**config.mk**
```make
export PLATFORM = sky130hd
export DESIGN_NAME = touch_sample_filter_scan_core
export DESIGN_NICKNAME = d
export VERILOG_FILES = /design/src/rtl/tsfs_pkg.sv /design/src/rtl/tsfs_front.sv /design/src/rtl/tsfs_fifo.sv /design/src/rtl/tsfs_back.sv /design/src/rtl/touch_sample_filter_scan_core.sv
export SDC_FILE = /design/constraint.sdc
export NUM_CORES = 2
export LEC_CHECK = 0
export BUFFER_PORTS_ARGS = -buffer_cell sky130_fd_sc_hd__buf_2
export CORE_ASPECT_RATIO = 0.9
export CORE_UTILIZATION = 30
export CTS_CLUSTER_SIZE = 24
export DETAILED_ROUTE_END_ITERATION = 16
export PLACE_DENSITY = 0.51
export SLEW_MARGIN = 20
export SYNTH_ARGS = -nofsm -noshare
export SYNTH_HDL_FRONTEND = slang
export SYNTH_HIERARCHICAL = 1
export SYNTH_SLANG_ARGS = --single-unit
```
**constraint.sdc**
```tcl
create_clock -name i_clk -period 7.4 [get_ports i_clk]
set_input_delay 0.74 -clock i_clk [delete_from_list [all_inputs] [get_ports i_clk]]
set_output_delay 0.74 -clock i_clk [all_outputs]
set_load 0.1 [all_outputs]
```
**src/rtl/tsfs_pkg.sv**
```systemverilog
package tsfs_pkg;

    localparam int SAMPLES_PER_AXIS  = 5;
    localparam int ADC_BITS          = 12;
    localparam int RELEASE_MIN_SCANS = 2;

    localparam int SAMPLE_W   = 12;
    localparam int COORD_W    = 16;
    localparam int GAIN_W     = 21;
    localparam int OFFSET_W   = 16;
    localparam int THRESH_W   = 12;
    localparam int EXTENT_W   = 16;
    localparam int PRESS_W    = 8;
    localparam int CFG_IDX_W  = 3;
    localparam int CFG_DATA_W = 21;

    localparam int GROUPS = 4;
    localparam int GRP_W  = 2;
    localparam int POS_W  = $clog2(SAMPLES_PER_AXIS);
    localparam int SUM_W  = ADC_BITS + POS_W;

    // trimmed mean: multiply by a rounded-up reciprocal, exact for SUM_W-bit numerators
    localparam int TRIM_DIV  = SAMPLES_PER_AXIS - 2;
    localparam int DIV_SHIFT = SUM_W + $clog2(TRIM_DIV);
    localparam int MULT_W    = DIV_SHIFT + 1;
    localparam int PROD_W    = SUM_W + MULT_W;
    localparam longint unsigned DIV_MULT_L =
        ((longint'(1) << DIV_SHIFT) + longint'(TRIM_DIV) - 1) / longint'(TRIM_DIV);
    localparam logic [MULT_W-1:0] DIV_MULT = MULT_W'(DIV_MULT_L);

    localparam int CMP_W = (ADC_BITS > THRESH_W) ? ADC_BITS : THRESH_W;
    localparam int CAL_W = (GAIN_W + ADC_BITS + 1 > 32) ? GAIN_W + ADC_BITS + 1 : 32;
    localparam int CAL_FRAC = 16;

    localparam logic [PRESS_W-1:0] PRESS_MAX   = '1;
    localparam logic [PRESS_W-1:0] RELEASE_MIN = PRESS_W'(RELEASE_MIN_SCANS);
    localparam logic [COORD_W-1:0] NO_POINT    = '1;
    localparam logic [GRP_W-1:0]   LAST_GROUP  = GRP_W'(GROUPS - 1);

    localparam logic [CFG_IDX_W-1:0] CFG_RAW_MODE      = 3'd0;
    localparam logic [CFG_IDX_W-1:0] CFG_X_GAIN        = 3'd1;
    localparam logic [CFG_IDX_W-1:0] CFG_X_OFFSET      = 3'd2;
    localparam logic [CFG_IDX_W-1:0] CFG_Y_GAIN        = 3'd3;
    localparam logic [CFG_IDX_W-1:0] CFG_Y_OFFSET      = 3'd4;
    localparam logic [CFG_IDX_W-1:0] CFG_MIN_VALID     = 3'd5;
    localparam logic [CFG_IDX_W-1:0] CFG_AGREE_WINDOW  = 3'd6;
    localparam logic [CFG_IDX_W-1:0] CFG_SCREEN_EXTENT = 3'd7;

    typedef struct packed {
        logic             rel;
        logic [GRP_W-1:0] grp;
        logic [SUM_W-1:0] num;
    } t_event;

    typedef struct packed {
        logic                raw_mode;
        logic [GAIN_W-1:0]   x_gain;
        logic [OFFSET_W-1:0] x_offset;
        logic [GAIN_W-1:0]   y_gain;
        logic [OFFSET_W-1:0] y_offset;
        logic [THRESH_W-1:0] min_valid;
        logic [THRESH_W-1:0] agree_window;
        logic [EXTENT_W-1:0] screen_extent;
    } t_cfg;

    typedef struct packed {
        logic [COORD_W-1:0] down_x;
        logic [COORD_W-1:0] down_y;
        logic [COORD_W-1:0] up_x;
        logic [COORD_W-1:0] up_y;
        logic               reading_ok;
    } t_result;

    function automatic logic agree(logic [ADC_BITS-1:0] a, logic [ADC_BITS-1:0] b,
                                   logic [THRESH_W-1:0] w);
        logic [ADC_BITS-1:0] d;
        d = (a > b) ? a - b : b - a;
        return CMP_W'(d) < CMP_W'(w);
    endfunction

endpackage

```
**src/rtl/tsfs_front.sv**
```systemverilog
module tsfs_front (
    input  logic                           i_clk,
    input  logic                           i_rst_n,
    input  logic                           i_beat,
    input  logic                           i_pen_down,
    input  logic [tsfs_pkg::SAMPLE_W-1:0]  i_sample,
    output logic                           o_push,
    output tsfs_pkg::t_event               o_event
);

    logic [tsfs_pkg::POS_W-1:0]    r_pos;
    logic [tsfs_pkg::GRP_W-1:0]    r_grp;
    logic [tsfs_pkg::SUM_W-1:0]    r_sum;
    logic [tsfs_pkg::ADC_BITS-1:0] r_min;
    logic [tsfs_pkg::ADC_BITS-1:0] r_max;

    logic [tsfs_pkg::ADC_BITS-1:0] s;
    logic [tsfs_pkg::SUM_W-1:0]    sum_acc;
    logic [tsfs_pkg::ADC_BITS-1:0] min_acc;
    logic [tsfs_pkg::ADC_BITS-1:0] max_acc;
    logic                          last;

    always_comb begin
        s       = tsfs_pkg::ADC_BITS'(i_sample);
        sum_acc = r_sum + tsfs_pkg::SUM_W'(s);
        min_acc = (s < r_min) ? s : r_min;
        max_acc = (s > r_max) ? s : r_max;
        last    = (r_pos == tsfs_pkg::POS_W'(tsfs_pkg::SAMPLES_PER_AXIS - 1));
        o_push  = i_beat && (!i_pen_down || last);
        o_event.rel = !i_pen_down;
        o_event.grp = r_grp;
        o_event.num = sum_acc - tsfs_pkg::SUM_W'(min_acc) - tsfs_pkg::SUM_W'(max_acc);
    end

    always_ff @(posedge i_clk) begin
        if (!i_rst_n) begin
            r_pos <= '0;
            r_grp <= '0;
            r_sum <= '0;
            r_min <= '1;
            r_max <= '0;
        end else if (i_beat) begin
            if (!i_pen_down || last) begin
                r_pos <= '0;
                r_sum <= '0;
                r_min <= '1;
                r_max <= '0;
                r_grp <= i_pen_down ? r_grp + 1'b1 : '0;
            end else begin
                r_pos <= r_pos + 1'b1;
                r_sum <= sum_acc;
                r_min <= min_acc;
                r_max <= max_acc;
            end
        end
    end

endmodule

```
**src/rtl/tsfs_fifo.sv**
```systemverilog
module tsfs_fifo (
    input  logic             i_clk,
    input  logic             i_rst_n,
    input  logic             i_push,
    input  tsfs_pkg::t_event i_data,
    output logic             o_full,
    output logic             o_valid,
    input  logic             i_pop,
    output tsfs_pkg::t_event o_data
);

    localparam int DEPTH = 4;
    localparam int PTR_W = $clog2(DEPTH);

    tsfs_pkg::t_event  r_mem [DEPTH];
    logic [PTR_W-1:0]  r_wr;
    logic [PTR_W-1:0]  r_rd;
    logic [PTR_W:0]    r_count;
    logic              do_pop;

    assign o_full  = (r_count == (PTR_W + 1)'(DEPTH));
    assign o_valid = (r_count != '0);
    assign o_data  = r_mem[r_rd];
    assign do_pop  = i_pop && o_valid;

    always_ff @(posedge i_clk) begin
        if (i_push) begin
            r_mem[r_wr] <= i_data;
        end
    end

    always_ff @(posedge i_clk) begin
        if (!i_rst_n) begin
            r_wr    <= '0;
            r_rd    <= '0;
            r_count <= '0;
        end else begin
            if (i_push) begin
                r_wr <= r_wr + 1'b1;
            end
            if (do_pop) begin
                r_rd <= r_rd + 1'b1;
            end
            if (i_push && !do_pop) begin
                r_count <= r_count + 1'b1;
            end else if (!i_push && do_pop) begin
                r_count <= r_count - 1'b1;
            end
        end
    end

endmodule

```
**src/rtl/tsfs_back.sv**
```systemverilog
module tsfs_back (
    input  logic              i_clk,
    input  logic              i_rst_n,
    input  tsfs_pkg::t_cfg    i_cfg,
    input  logic              i_ev_valid,
    input  tsfs_pkg::t_event  i_event,
    output logic              o_pop,
    output logic              o_valid,
    input  logic              i_ready,
    output tsfs_pkg::t_result o_result
);

    logic adv;

    // divide stage
    logic                          r_a_valid;
    logic                          r_a_rel;
    logic [tsfs_pkg::GRP_W-1:0]    r_a_grp;
    logic [tsfs_pkg::PROD_W-1:0]   r_a_prod;

    // pass / scan stage
    logic [tsfs_pkg::ADC_BITS-1:0] r_pass [tsfs_pkg::GROUPS-1];
    logic                          r_fail;
    logic [tsfs_pkg::PRESS_W-1:0]  r_press;

    logic                          r_b_valid;
    logic                          r_b_rel;
    logic                          r_b_ok;
    logic                          r_b_long;
    logic [tsfs_pkg::ADC_BITS-1:0] r_b_mx;
    logic [tsfs_pkg::ADC_BITS-1:0] r_b_my;

    // calibration multiply stage
    logic                          r_c_valid;
    logic                          r_c_rel;
    logic                          r_c_ok;
    logic                          r_c_long;
    logic [tsfs_pkg::ADC_BITS-1:0] r_c_mx;
    logic [tsfs_pkg::ADC_BITS-1:0] r_c_my;
    logic [tsfs_pkg::CAL_W-1:0]    r_c_px;
    logic [tsfs_pkg::CAL_W-1:0]    r_c_py;

    // coordinate store and output
    logic [tsfs_pkg::COORD_W-1:0]  r_coord_x;
    logic [tsfs_pkg::COORD_W-1:0]  r_coord_y;
    logic                          r_out_valid;
    tsfs_pkg::t_result             r_out;

    logic [tsfs_pkg::ADC_BITS-1:0] trimmed;
    logic                          fail_now;
    logic                          scan_end;
    logic                          scan_ok;
    logic [tsfs_pkg::ADC_BITS:0]   sum_x;
    logic [tsfs_pkg::ADC_BITS:0]   sum_y;
    logic [tsfs_pkg::COORD_W-1:0]  new_x;
    logic [tsfs_pkg::COORD_W-1:0]  new_y;
    logic [tsfs_pkg::COORD_W-1:0]  cur_x;
    logic [tsfs_pkg::COORD_W-1:0]  cur_y;
    logic                          upd;
    tsfs_pkg::t_result             n_out;

    assign adv      = !r_out_valid || i_ready;
    assign o_pop    = adv && i_ev_valid;
    assign o_valid  = r_out_valid;
    assign o_result = r_out;

    always_comb begin
        trimmed  = tsfs_pkg::ADC_BITS'(r_a_prod >> tsfs_pkg::DIV_SHIFT);
        fail_now = tsfs_pkg::CMP_W'(trimmed) < tsfs_pkg::CMP_W'(i_cfg.min_valid);
        scan_end = !r_a_rel && (r_a_grp == tsfs_pkg::LAST_GROUP);
        scan_ok  = !(r_fail || fail_now)
                   && tsfs_pkg::agree(r_pass[0], r_pass[2], i_cfg.agree_window)
                   && tsfs_pkg::agree(r_pass[1], trimmed, i_cfg.agree_window);
        sum_x    = {1'b0, r_pass[0]} + {1'b0, r_pass[2]};
        sum_y    = {1'b0, r_pass[1]} + {1'b0, trimmed};
    end

    always_comb begin
        if (i_cfg.raw_mode) begin
            new_x = tsfs_pkg::COORD_W'(r_c_mx);
            new_y = tsfs_pkg::COORD_W'(r_c_my);
        end else begin
            new_x = r_c_px[tsfs_pkg::CAL_FRAC +: tsfs_pkg::COORD_W] + i_cfg.x_offset;
            new_y = r_c_py[tsfs_pkg::CAL_FRAC +: tsfs_pkg::COORD_W] + i_cfg.y_offset;
        end
        upd   = r_c_valid && !r_c_rel && r_c_ok;
        cur_x = upd ? new_x : r_coord_x;
        cur_y = upd ? new_y : r_coord_y;
        if (r_c_rel) begin
            n_out.down_x     = tsfs_pkg::NO_POINT;
            n_out.down_y     = tsfs_pkg::NO_POINT;
            n_out.up_x       = r_c_long ? i_cfg.screen_extent - r_coord_y : tsfs_pkg::NO_POINT;
            n_out.up_y       = r_c_long ? r_coord_x : tsfs_pkg::NO_POINT;
            n_out.reading_ok = 1'b0;
        end else begin
            n_out.down_x     = i_cfg.screen_extent - cur_y;
            n_out.down_y     = cur_x;
            n_out.up_x       = tsfs_pkg::NO_POINT;
            n_out.up_y       = tsfs_pkg::NO_POINT;
            n_out.reading_ok = r_c_ok;
        end
    end

    always_ff @(posedge i_clk) begin
        if (adv) begin
            r_a_rel  <= i_event.rel;
            r_a_grp  <= i_event.grp;
            r_a_prod <= tsfs_pkg::PROD_W'(i_event.num) * tsfs_pkg::PROD_W'(tsfs_pkg::DIV_MULT);

            r_b_rel  <= r_a_rel;
            r_b_ok   <= scan_ok;
            r_b_long <= r_press > tsfs_pkg::RELEASE_MIN;
            r_b_mx   <= sum_x[tsfs_pkg::ADC_BITS:1];
            r_b_my   <= sum_y[tsfs_pkg::ADC_BITS:1];

            r_c_rel  <= r_b_rel;
            r_c_ok   <= r_b_ok;
            r_c_long <= r_b_long;
            r_c_mx   <= r_b_mx;
            r_c_my   <= r_b_my;
            r_c_px   <= $signed({{(tsfs_pkg::CAL_W - tsfs_pkg::GAIN_W){i_cfg.x_gain[tsfs_pkg::GAIN_W-1]}},
                                 i_cfg.x_gain})
                      * $signed({{(tsfs_pkg::CAL_W - tsfs_pkg::ADC_BITS){1'b0}}, r_b_mx});
            r_c_py   <= $signed({{(tsfs_pkg::CAL_W - tsfs_pkg::GAIN_W){i_cfg.y_gain[tsfs_pkg::GAIN_W-1]}},
                                 i_cfg.y_gain})
                      * $signed({{(tsfs_pkg::CAL_W - tsfs_pkg::ADC_BITS){1'b0}}, r_b_my});

            r_out    <= n_out;
        end
    end

    always_ff @(posedge i_clk) begin
        if (!i_rst_n) begin
            r_a_valid   <= 1'b0;
            r_b_valid   <= 1'b0;
            r_c_valid   <= 1'b0;
            r_out_valid <= 1'b0;
            r_fail      <= 1'b0;
            r_press     <= '0;
            r_coord_x   <= '0;
            r_coord_y   <= '0;
            for (int i = 0; i < tsfs_pkg::GROUPS - 1; i++) begin
                r_pass[i] <= '0;
            end
        end else if (adv) begin
            r_a_valid   <= o_pop;
            r_b_valid   <= r_a_valid && (r_a_rel || scan_end);
            r_c_valid   <= r_b_valid;
            r_out_valid <= r_c_valid;
            if (r_a_valid) begin
                if (r_a_rel) begin
                    r_fail  <= 1'b0;
                    r_press <= '0;
                end else if (scan_end) begin
                    r_fail  <= 1'b0;
                    if (r_press != tsfs_pkg::PRESS_MAX) begin
                        r_press <= r_press + 1'b1;
                    end
                end else begin
                    r_fail <= r_fail || fail_now;
                    r_pass[r_a_grp] <= trimmed;
                end
            end
            if (upd) begin
                r_coord_x <= new_x;
                r_coord_y <= new_y;
            end
        end
    end

endmodule

```
**src/rtl/touch_sample_filter_scan_core.sv**
```systemverilog
// Channel   Direction  Handshake            Payload
// sample    in         i_valid / o_ready    i_pen_down, i_sample
// point     out        o_valid / i_ready    o_down_x, o_down_y, o_up_x, o_up_y, o_reading_ok
// config    in         i_cfg_we             i_cfg_idx, i_cfg_data
//
// One sample beat per cycle while o_ready is high. A result passes a queue slot, the reciprocal
// multiply, the pass/scan stage, the calibration multiply and the output register in turn.
// A 4-entry event queue sits between the sample front end and the back pipeline; o_ready
// drops only while it is full, and the back pipeline holds while the output register waits.
// Synchronous active-low reset; config returns to its defaults.
module touch_sample_filter_scan_core (
    input  logic                             i_clk,
    input  logic                             i_rst_n,
    input  logic                             i_valid,
    output logic                             o_ready,
    input  logic                             i_pen_down,
    input  logic [tsfs_pkg::SAMPLE_W-1:0]    i_sample,
    output logic                             o_valid,
    input  logic                             i_ready,
    output logic [tsfs_pkg::COORD_W-1:0]     o_down_x,
    output logic [tsfs_pkg::COORD_W-1:0]     o_down_y,
    output logic [tsfs_pkg::COORD_W-1:0]     o_up_x,
    output logic [tsfs_pkg::COORD_W-1:0]     o_up_y,
    output logic                             o_reading_ok,
    input  logic                             i_cfg_we,
    input  logic [tsfs_pkg::CFG_IDX_W-1:0]   i_cfg_idx,
    input  logic [tsfs_pkg::CFG_DATA_W-1:0]  i_cfg_data
);

    tsfs_pkg::t_cfg    r_cfg;
    tsfs_pkg::t_event  push_ev;
    tsfs_pkg::t_event  pop_ev;
    tsfs_pkg::t_result result;
    logic              push;
    logic              q_full;
    logic              q_valid;
    logic              pop;
    logic              beat;

    assign o_ready = !q_full;
    assign beat    = i_valid && o_ready;

    always_ff @(posedge i_clk) begin
        if (!i_rst_n) begin
            r_cfg.raw_mode      <= 1'b0;
            r_cfg.x_gain        <= tsfs_pkg::GAIN_W'(5120);
            r_cfg.x_offset      <= '0;
            r_cfg.y_gain        <= tsfs_pkg::GAIN_W'(5120);
            r_cfg.y_offset      <= '0;
            r_cfg.min_valid     <= tsfs_pkg::THRESH_W'(50);
            r_cfg.agree_window  <= tsfs_pkg::THRESH_W'(50);
            r_cfg.screen_extent <= tsfs_pkg::EXTENT_W'(320);
        end else if (i_cfg_we) begin
            unique case (i_cfg_idx)
                tsfs_pkg::CFG_RAW_MODE:      r_cfg.raw_mode      <= i_cfg_data[0];
                tsfs_pkg::CFG_X_GAIN:        r_cfg.x_gain        <= i_cfg_data[tsfs_pkg::GAIN_W-1:0];
                tsfs_pkg::CFG_X_OFFSET:      r_cfg.x_offset      <= i_cfg_data[tsfs_pkg::OFFSET_W-1:0];
                tsfs_pkg::CFG_Y_GAIN:        r_cfg.y_gain        <= i_cfg_data[tsfs_pkg::GAIN_W-1:0];
                tsfs_pkg::CFG_Y_OFFSET:      r_cfg.y_offset      <= i_cfg_data[tsfs_pkg::OFFSET_W-1:0];
                tsfs_pkg::CFG_MIN_VALID:     r_cfg.min_valid     <= i_cfg_data[tsfs_pkg::THRESH_W-1:0];
                tsfs_pkg::CFG_AGREE_WINDOW:  r_cfg.agree_window  <= i_cfg_data[tsfs_pkg::THRESH_W-1:0];
                tsfs_pkg::CFG_SCREEN_EXTENT: r_cfg.screen_extent <= i_cfg_data[tsfs_pkg::EXTENT_W-1:0];
                default: begin
                end
            endcase
        end
    end

    tsfs_front u_front (
        .i_clk      (i_clk),
        .i_rst_n    (i_rst_n),
        .i_beat     (beat),
        .i_pen_down (i_pen_down),
        .i_sample   (i_sample),
        .o_push     (push),
        .o_event    (push_ev)
    );

    tsfs_fifo u_fifo (
        .i_clk   (i_clk),
        .i_rst_n (i_rst_n),
        .i_push  (push),
        .i_data  (push_ev),
        .o_full  (q_full),
        .o_valid (q_valid),
        .i_pop   (pop),
        .o_data  (pop_ev)
    );

    tsfs_back u_back (
        .i_clk      (i_clk),
        .i_rst_n    (i_rst_n),
        .i_cfg      (r_cfg),
        .i_ev_valid (q_valid),
        .i_event    (pop_ev),
        .o_pop      (pop),
        .o_valid    (o_valid),
        .i_ready    (i_ready),
        .o_result   (result)
    );

    assign o_down_x     = result.down_x;
    assign o_down_y     = result.down_y;
    assign o_up_x       = result.up_x;
    assign o_up_y       = result.up_y;
    assign o_reading_ok = result.reading_ok;

endmodule
```
[Yosys cells after proc, flatten, opt, wreduce, memory -nomap -nowiden]
Memories as Yosys holds them, arrays and structs flattened. A register that Yosys moved wholly into a read port is not among the register bits.
Cells that the tools add are included.
Storage, ports and cells
  word-level logic and storage cells: 164
  bits in registers: 426
  output and inout port bits: 67
  memory bits (writable): 108
  input bits: 42
  memories kept: 2
Operators by class
  reductions and logical operators: 42
  multiplexer cells: 34
  $lt $le $gt $ge: 8
  $add $sub $neg: 20
  eq/ne operators: 11
  $mul: 3
Memories
  u_fifo.r_mem: words 4, width 18, rd ports 1, clocked after Yosys merged registers in 1, write ports 1, RTL line tsfs_fifo.sv:15  | tsfs_pkg::t_event r_mem [DEPTH];
  u_back.r_pass: words 3, width 12, rd ports 3, clocked after Yosys merged registers in 0, write ports 3, RTL line tsfs_back.sv:22  | logic [tsfs_pkg::ADC_BITS-1:0] r_pass [tsfs_pkg::GROUPS-1];
Operators with widths (number)
  12-bit 2-to-1 mux: 7
  21-bit by 13-bit multiplier with 32-bit output: 2
  16-bit 2-to-1 mux: 4
  12-bit less-than comparator: 4
  12-bit subtractor: 4
  12-bit greater-than comparator: 3
  16-bit adder: 2
  16-bit subtractor: 2
  15-bit by 12-bit subtractor with 15-bit output: 2
  15-bit by 16-bit multiplier with 29-bit output (second input constant): 1
  12-bit by 12-bit adder with 13-bit output: 2
  8-bit 2-to-1 mux: 3
  2-bit AND reduction: 11
  3-bit == test (second input constant): 6
  15-bit by 12-bit adder with 15-bit output: 1
  15-bit 2-to-1 mux: 1
  1-bit logical AND: 12
  1-bit 2-to-1 mux: 12
  12-bit OR reduction: 1
  3-bit 2-to-1 mux: 3
  8-bit by 1-bit adder with 8-bit output (second input constant): 1
  8-bit by 2-bit greater-than comparator with 1-bit output (second input constant): 1
  1-bit zero test: 8
  2-bit 2-to-1 mux: 4
  other kinds (12): 21

[Depth between registers and ports, before layout]
  depth in word-level cells: 10
  gate-level depth with buffers: 24
  depth with buffers taken out: 22

[Modules after synthesis]
Netlist, hierarchy kept.
Modules (own cells, without submodules)
  tsfs_back: area each 34799.6 um2, seq. area each 6966.7 um2, times used 1, cells an instance 3642
  touch_sample_filter_scan_core: area each 4376.7 um2, seq. area each 2302.2 um2, times used 1, cells an instance 419
  tsfs_front: area each 4068.9 um2, seq. area each 880.8 um2, times used 1, cells an instance 501
  tsfs_fifo: area each 3115.5 um2, seq. area each 2342.2 um2, times used 1, cells an instance 137

[Least setup slack after synthesis]
No wires, ideal clock.
  path kind: register -> register
  start point: register u_back.r_out_valid (netlist: u_back/o_valid)
  end point: register u_fifo.r_count[2]
  clock period less this slack: 7492 ps
  buffers on the path: 1
  stages on the path, launching flop included: 13
  required time: 7324 ps
  library setup time: 76 ps
  data arrival time: 7417 ps
  setup slack: -92 ps
  path through: dfxtp_1 -> nor2b_1 -> clkinv_1 -> clkbuf_1 -> nand2_1 -> inv_1 -> o31ai_4 -> ha_1 -> inv_1 -> fa_1 -> xor2_1 -> or3_1 -> a21boi_0
On the way
  cells in the longest elaborated chain, start to end: 7
  elaborated cells between the ends (all ways): 9
  classes of those cells: 1 x mux; 8 x reduce/logical
RTL lines
  start, declared: RTL line tsfs_back.sv:46  | logic r_out_valid;
  start signal, assigned: RTL line tsfs_back.sv:149  | r_out_valid <= r_c_valid;
  1-bit zero test *: RTL line tsfs_back.sv:62  | assign adv = !r_out_valid || i_ready;
  1-bit logical OR *: RTL line tsfs_back.sv:62
  1-bit logical AND *: RTL line tsfs_back.sv:63  | assign o_pop = adv && i_ev_valid;
  named net pop: RTL line touch_sample_filter_scan_core.sv:37  | logic pop;
  1-bit logical AND *: RTL line tsfs_fifo.sv:24  | assign do_pop = i_pop && o_valid;
  1-bit zero test: RTL line tsfs_fifo.sv:44  | if (i_push && !do_pop) begin
  1-bit logical AND: RTL line tsfs_fifo.sv:44
  3-bit 2-to-1 mux / 2-bit nonzero test (equally long branches)
  end signal, assigned: RTL line tsfs_fifo.sv:45  | r_count <= r_count + 1'b1;
  end signal, assigned: RTL line tsfs_fifo.sv:47  | r_count <= r_count - 1'b1;
  end, declared: RTL line tsfs_fifo.sv:18  | logic [PTR_W:0] r_count;
Mark *: on every way through the listed nets, which the timed path passes. The rest lies on a longest branch.
A chain may end at the register's enable or synchronous reset.

[Final worst setup path]
  start point: register u_back/r_b_my[1] in the netlist's numbering
  end point: register u_back/r_c_py[31] in the netlist's numbering (data pin)
On the way
  cells in the longest elaborated chain, start to end: 1
RTL lines
  start, declared: RTL line tsfs_back.sv:31  | logic [tsfs_pkg::ADC_BITS-1:0] r_b_my;
  start signal, assigned: RTL line tsfs_back.sv:114  | r_b_my <= sum_y[tsfs_pkg::ADC_BITS:1];
  21-bit by 13-bit multiplier with 32-bit output: RTL line tsfs_back.sv:126  | * $signed({{(tsfs_pkg::CAL_W - tsfs_pkg::ADC_BITS){1'b0}}, r_b_my});
  end signal, assigned: RTL line tsfs_back.sv:124  | r_c_py <= $signed({{(tsfs_pkg::CAL_W - tsfs_pkg::GAIN_W){i_cfg.y_gain[tsfs_pkg::GAIN_W-1]}},
  end, declared: RTL line tsfs_back.sv:41  | logic [tsfs_pkg::CAL_W-1:0] r_c_py;
Every way passes these cells.

==> summary.txt <==
Logic synthesis
  • Top-count cell post-synth: inv_1
  • Post-synth EDFFs: 274
  • Leading area contributor after synthesis: fa_1
  • Sequential area share after synthesis: 0.269
  • Ys Warns: 6
  • Ys async rst share: 0
  • Simple-gate share of the synthesized area: 0.138
  • Post-synthesis mux area share: 0.0462
  • Top cell type's share of synthesized area: 0.226
  • Largest cells by area after synthesis: fa_1 (23%), edfxtp_1 (18%), ha_1 (12%), dfxtp_1 (9.2%), inv_1 (6.5%)
  • Syn Nets: 5,718
  • Dominant synthesized flop cell: edfxtp_1
  • Largest family of logic cells by synthesized area: adder cells
  • Synth Area in Adders: 0.349
  • Post-synthesis compound-gate area fraction: 0.0800
  • Syn_area_per_cell: 9.87 sq um
  • Post-Synth XOR/XNOR Area: 0.0338
  • Netlist cell types: 104
  • Most common library cells after synthesis: inv_1 (797), nand2_1 (527), fa_1 (524)
  • Cell area after synthesis: 46,400 sq um
  • Synth Instances: 4,699
  • Yosys reg bits: 487

Timing
  • Final Hold Vio Count: 0
  • Final setup viols: 0
  • Hold_ws: 0.381 ns
  • Final Cycle Share: 0.906
  • Rel. slew slack: 0.293
  • Fmax: 0.149 GHz
  • Setup TNS: 0 ns
  • Final Skew: 0.0885 ns
  • Worst setup margin: 0.692 ns
  • Fin. max-slew vios: 0
  • Final min period: 6.71 ns
  • Worst slew pin tran: 1.06 ns
  • RSZ-0062 raised after global routing: no

Worst setup path
  • Crit Path Category: reg2reg
  • Worst-path maximum fanout: 11
  • Reg-to-Reg End: u_back/r_c_py[31]
  • Worst EP arrival: 7.13 ns
  • Reg2Reg Setup Slack: 0.69 ns
  • Crit end category: flip-flop
  • Crit start category: flip-flop
  • Launching point of the worst reg2reg path: u_back/r_b_my[1]
  • CP endpoint: u_back/r_c_py[31]
  • Critical Path Start: u_back/r_b_my[1]
  • Crit path required time: 7.82 ns
  • Reg2Reg Depth: 22

Cells and area
  • Share of post-route cells with drive strength above 1: 0.0680
  • Nets: 5,749
  • P&R area growth vs syn: 9.90%

CTS
  • Clock transition at the registers of the reported paths: 0.06 ns
  • Htree depth: 2
  • Post-CTS setup buffers: 0
  • CTS tree: yes
  • TritonCTS Buffers: 58
  • Clk Latency, worst-skew pair: 0.70 ns
  • CTS Hold Bufs: 0
  • Clk sinks: 487
  • # resized after CTS: 0
  • CTS Buffer Depth: 3
  • Clock root cell: clkbuf_16

Global routing
  • Total GRT Usage: 0.153
  • Initial antenna violation count: 5
  • Overflow after GRT: 0
  • Largest net degree at the start of global routing: 82
  • Vias in the first global route: 32,900
  • First-pass GRT wire length: 188,000 microns

Worst hold path
  • Hold Path Origin: i_sample[0]
  • Hold depth: 3
  • Worst hold-check path type: in2reg

Route
  • DR vias: 31,500
  • First DRT Iteration DRCs: 1,711
  • Residual DRC: 0
  • DR vias/cell: 4.64
  • Final WL: 118,000 microns
  • DR WL/cell: 17.4 microns
  • DRT Pass-1 Iters: 7
  • DRT antenna net count: 0

Die
  • Die Span X: 416 microns
  • Die H: 375 microns
  • Starting Density: 0.303
  • Boundary Pins: 109
  • Core area: 153,000 sq um
  • Row cnt: 136
  • Die ar.: 156,000 sq um

Status
  • Status: finished, final reports clean

Place
  • Hpwl dp: 92,400 microns
  • GP Congestion: 0.872
  • DP Worst Slack: 0.703 ns
  • IO Port Bufs: 108

Flow run
  • Max-cap violation count: 0
## stage by stage
stage	std cells	instance area (sq um)	utilization
after detailed placement	6671	49000	0.320
final	6786	51000	0.333
after CTS	6781	50900	0.333
after global routing	6786	51000	0.333
after floorplan	4699	46400	-
after global placement	6671	49000	0.320
## critical path, cell delays in order (launching register included)
cell and delay [ns]:
edfxtp_1 0.55, buf_4 0.25, and2_1 0.16, fa_1 0.54, inv_1 0.05, fa_1 0.48
inv_1 0.06, fa_1 0.51, inv_1 0.06, fa_1 0.52, inv_1 0.04, fa_1 0.44
ha_1 0.31, nand3_1 0.10, nor4_1 0.33, o21ai_1 0.23, a211oi_1 0.43, nor3_1 0.14
o31ai_1 0.58, a41oi_1 0.22, a21oi_1 0.23, a21oi_1 0.11, xnor2_1 0.13
## state kept, by name, summed over array words and instances, names as in the netlist, 15 cells and up, named ones only
| signal | cells |
|---|---|
| u_back/r_c_px | 16 |
| u_back/o_result | 65 |
| u_fifo/r_mem | 72 |
| u_back/r_coord_y | 16 |
| u_back/r_pass | 36 |
| u_back/r_coord_x | 16 |
| r_cfg | 115 |
| u_back/r_c_py | 16 |
| u_front/r_sum | 15 |
## metal layers
| metal | GRT usage | routed length [microns] | share of wire | up-vias |
|---|---|---|---|---|
| li1 | - | - | - | 15300 |
| met1 | 0.209 | 55900 | 0.47 | 15500 |
| met2 | 0.248 | 53300 | 0.45 | 595 |
| met3 | 0.0214 | 5240 | 0.044 | 159 |
| met4 | 0.0512 | 3880 | 0.033 | 0 |
| met5 | 0 | 0 | 0 | - |
## how the worst min path moves through the flow
stage | end | slack [ns]
floorplan | u_back/r_c_long | 0.40
global placement | u_back/r_c_long | 0.40
detailed placement | u_back/r_c_rel | 0.41
CTS | u_front/r_max[0] | 0.32
global route | u_front/r_max[2] | 0.36
finish | u_front/r_max[0] | 0.38
## cells in the final DEF (no fill, tap or decap), drive strengths merged, types with 10 or more instances in the layout
cell type | Yosys | routed
nand2 | 528 | 528
o31ai | 10 | 10
o21a | 45 | 45
o21ai | 108 | 108
nand4 | 19 | 19
mux4 | 18 | 18
nor2 | 204 | 204
or3 | 12 | 12
fa | 524 | 524
clkinv | 4 | 14
a31oi | 12 | 12
a21o | 51 | 51
ha | 453 | 453
o21bai | 23 | 23
edfxtp | 274 | 274
and3 | 22 | 22
a21oi | 168 | 168
inv | 798 | 807
clkbuf | 145 | 81
o22ai | 14 | 14
mux2i | 159 | 159
nand2b | 38 | 38
xor2 | 61 | 61
buf | 48 | 164
xnor2 | 118 | 118
dfxtp | 213 | 213
o211ai | 19 | 19
mux2 | 10 | 10
a211oi | 21 | 21
a21boi | 12 | 12
and2 | 289 | 289
nor3 | 45 | 45
nand3 | 38 | 38
nor4 | 22 | 22
nor2b | 54 | 54
## final cells by class
cell class	count	area, sq um
diodes	5	12.5
multi-input cells	3217	30000
clock inverters	29	275
inverters	802	3020
fillers	15600	102000
repair buffers	164	967
clock buffers	81	1680
well taps	2001	2500
flip-flops and latches	487	12500
## cells by family after synthesis
| family | Yosys count |
|---|---|
| AO/OA/AOI/OAI | 561 |
| multiplexers | 187 |
| AND/OR/NAND/NOR | 1313 |
| buffers and inverters | 995 |
| XOR/XNOR | 179 |
| flip-flops | 487 |
| adder cells (fa/ha/maj) | 977 |
Power is left out: the tool's default activity adds up to more than one toggle a clock period on the data nets, which glitch-free logic cannot reach.
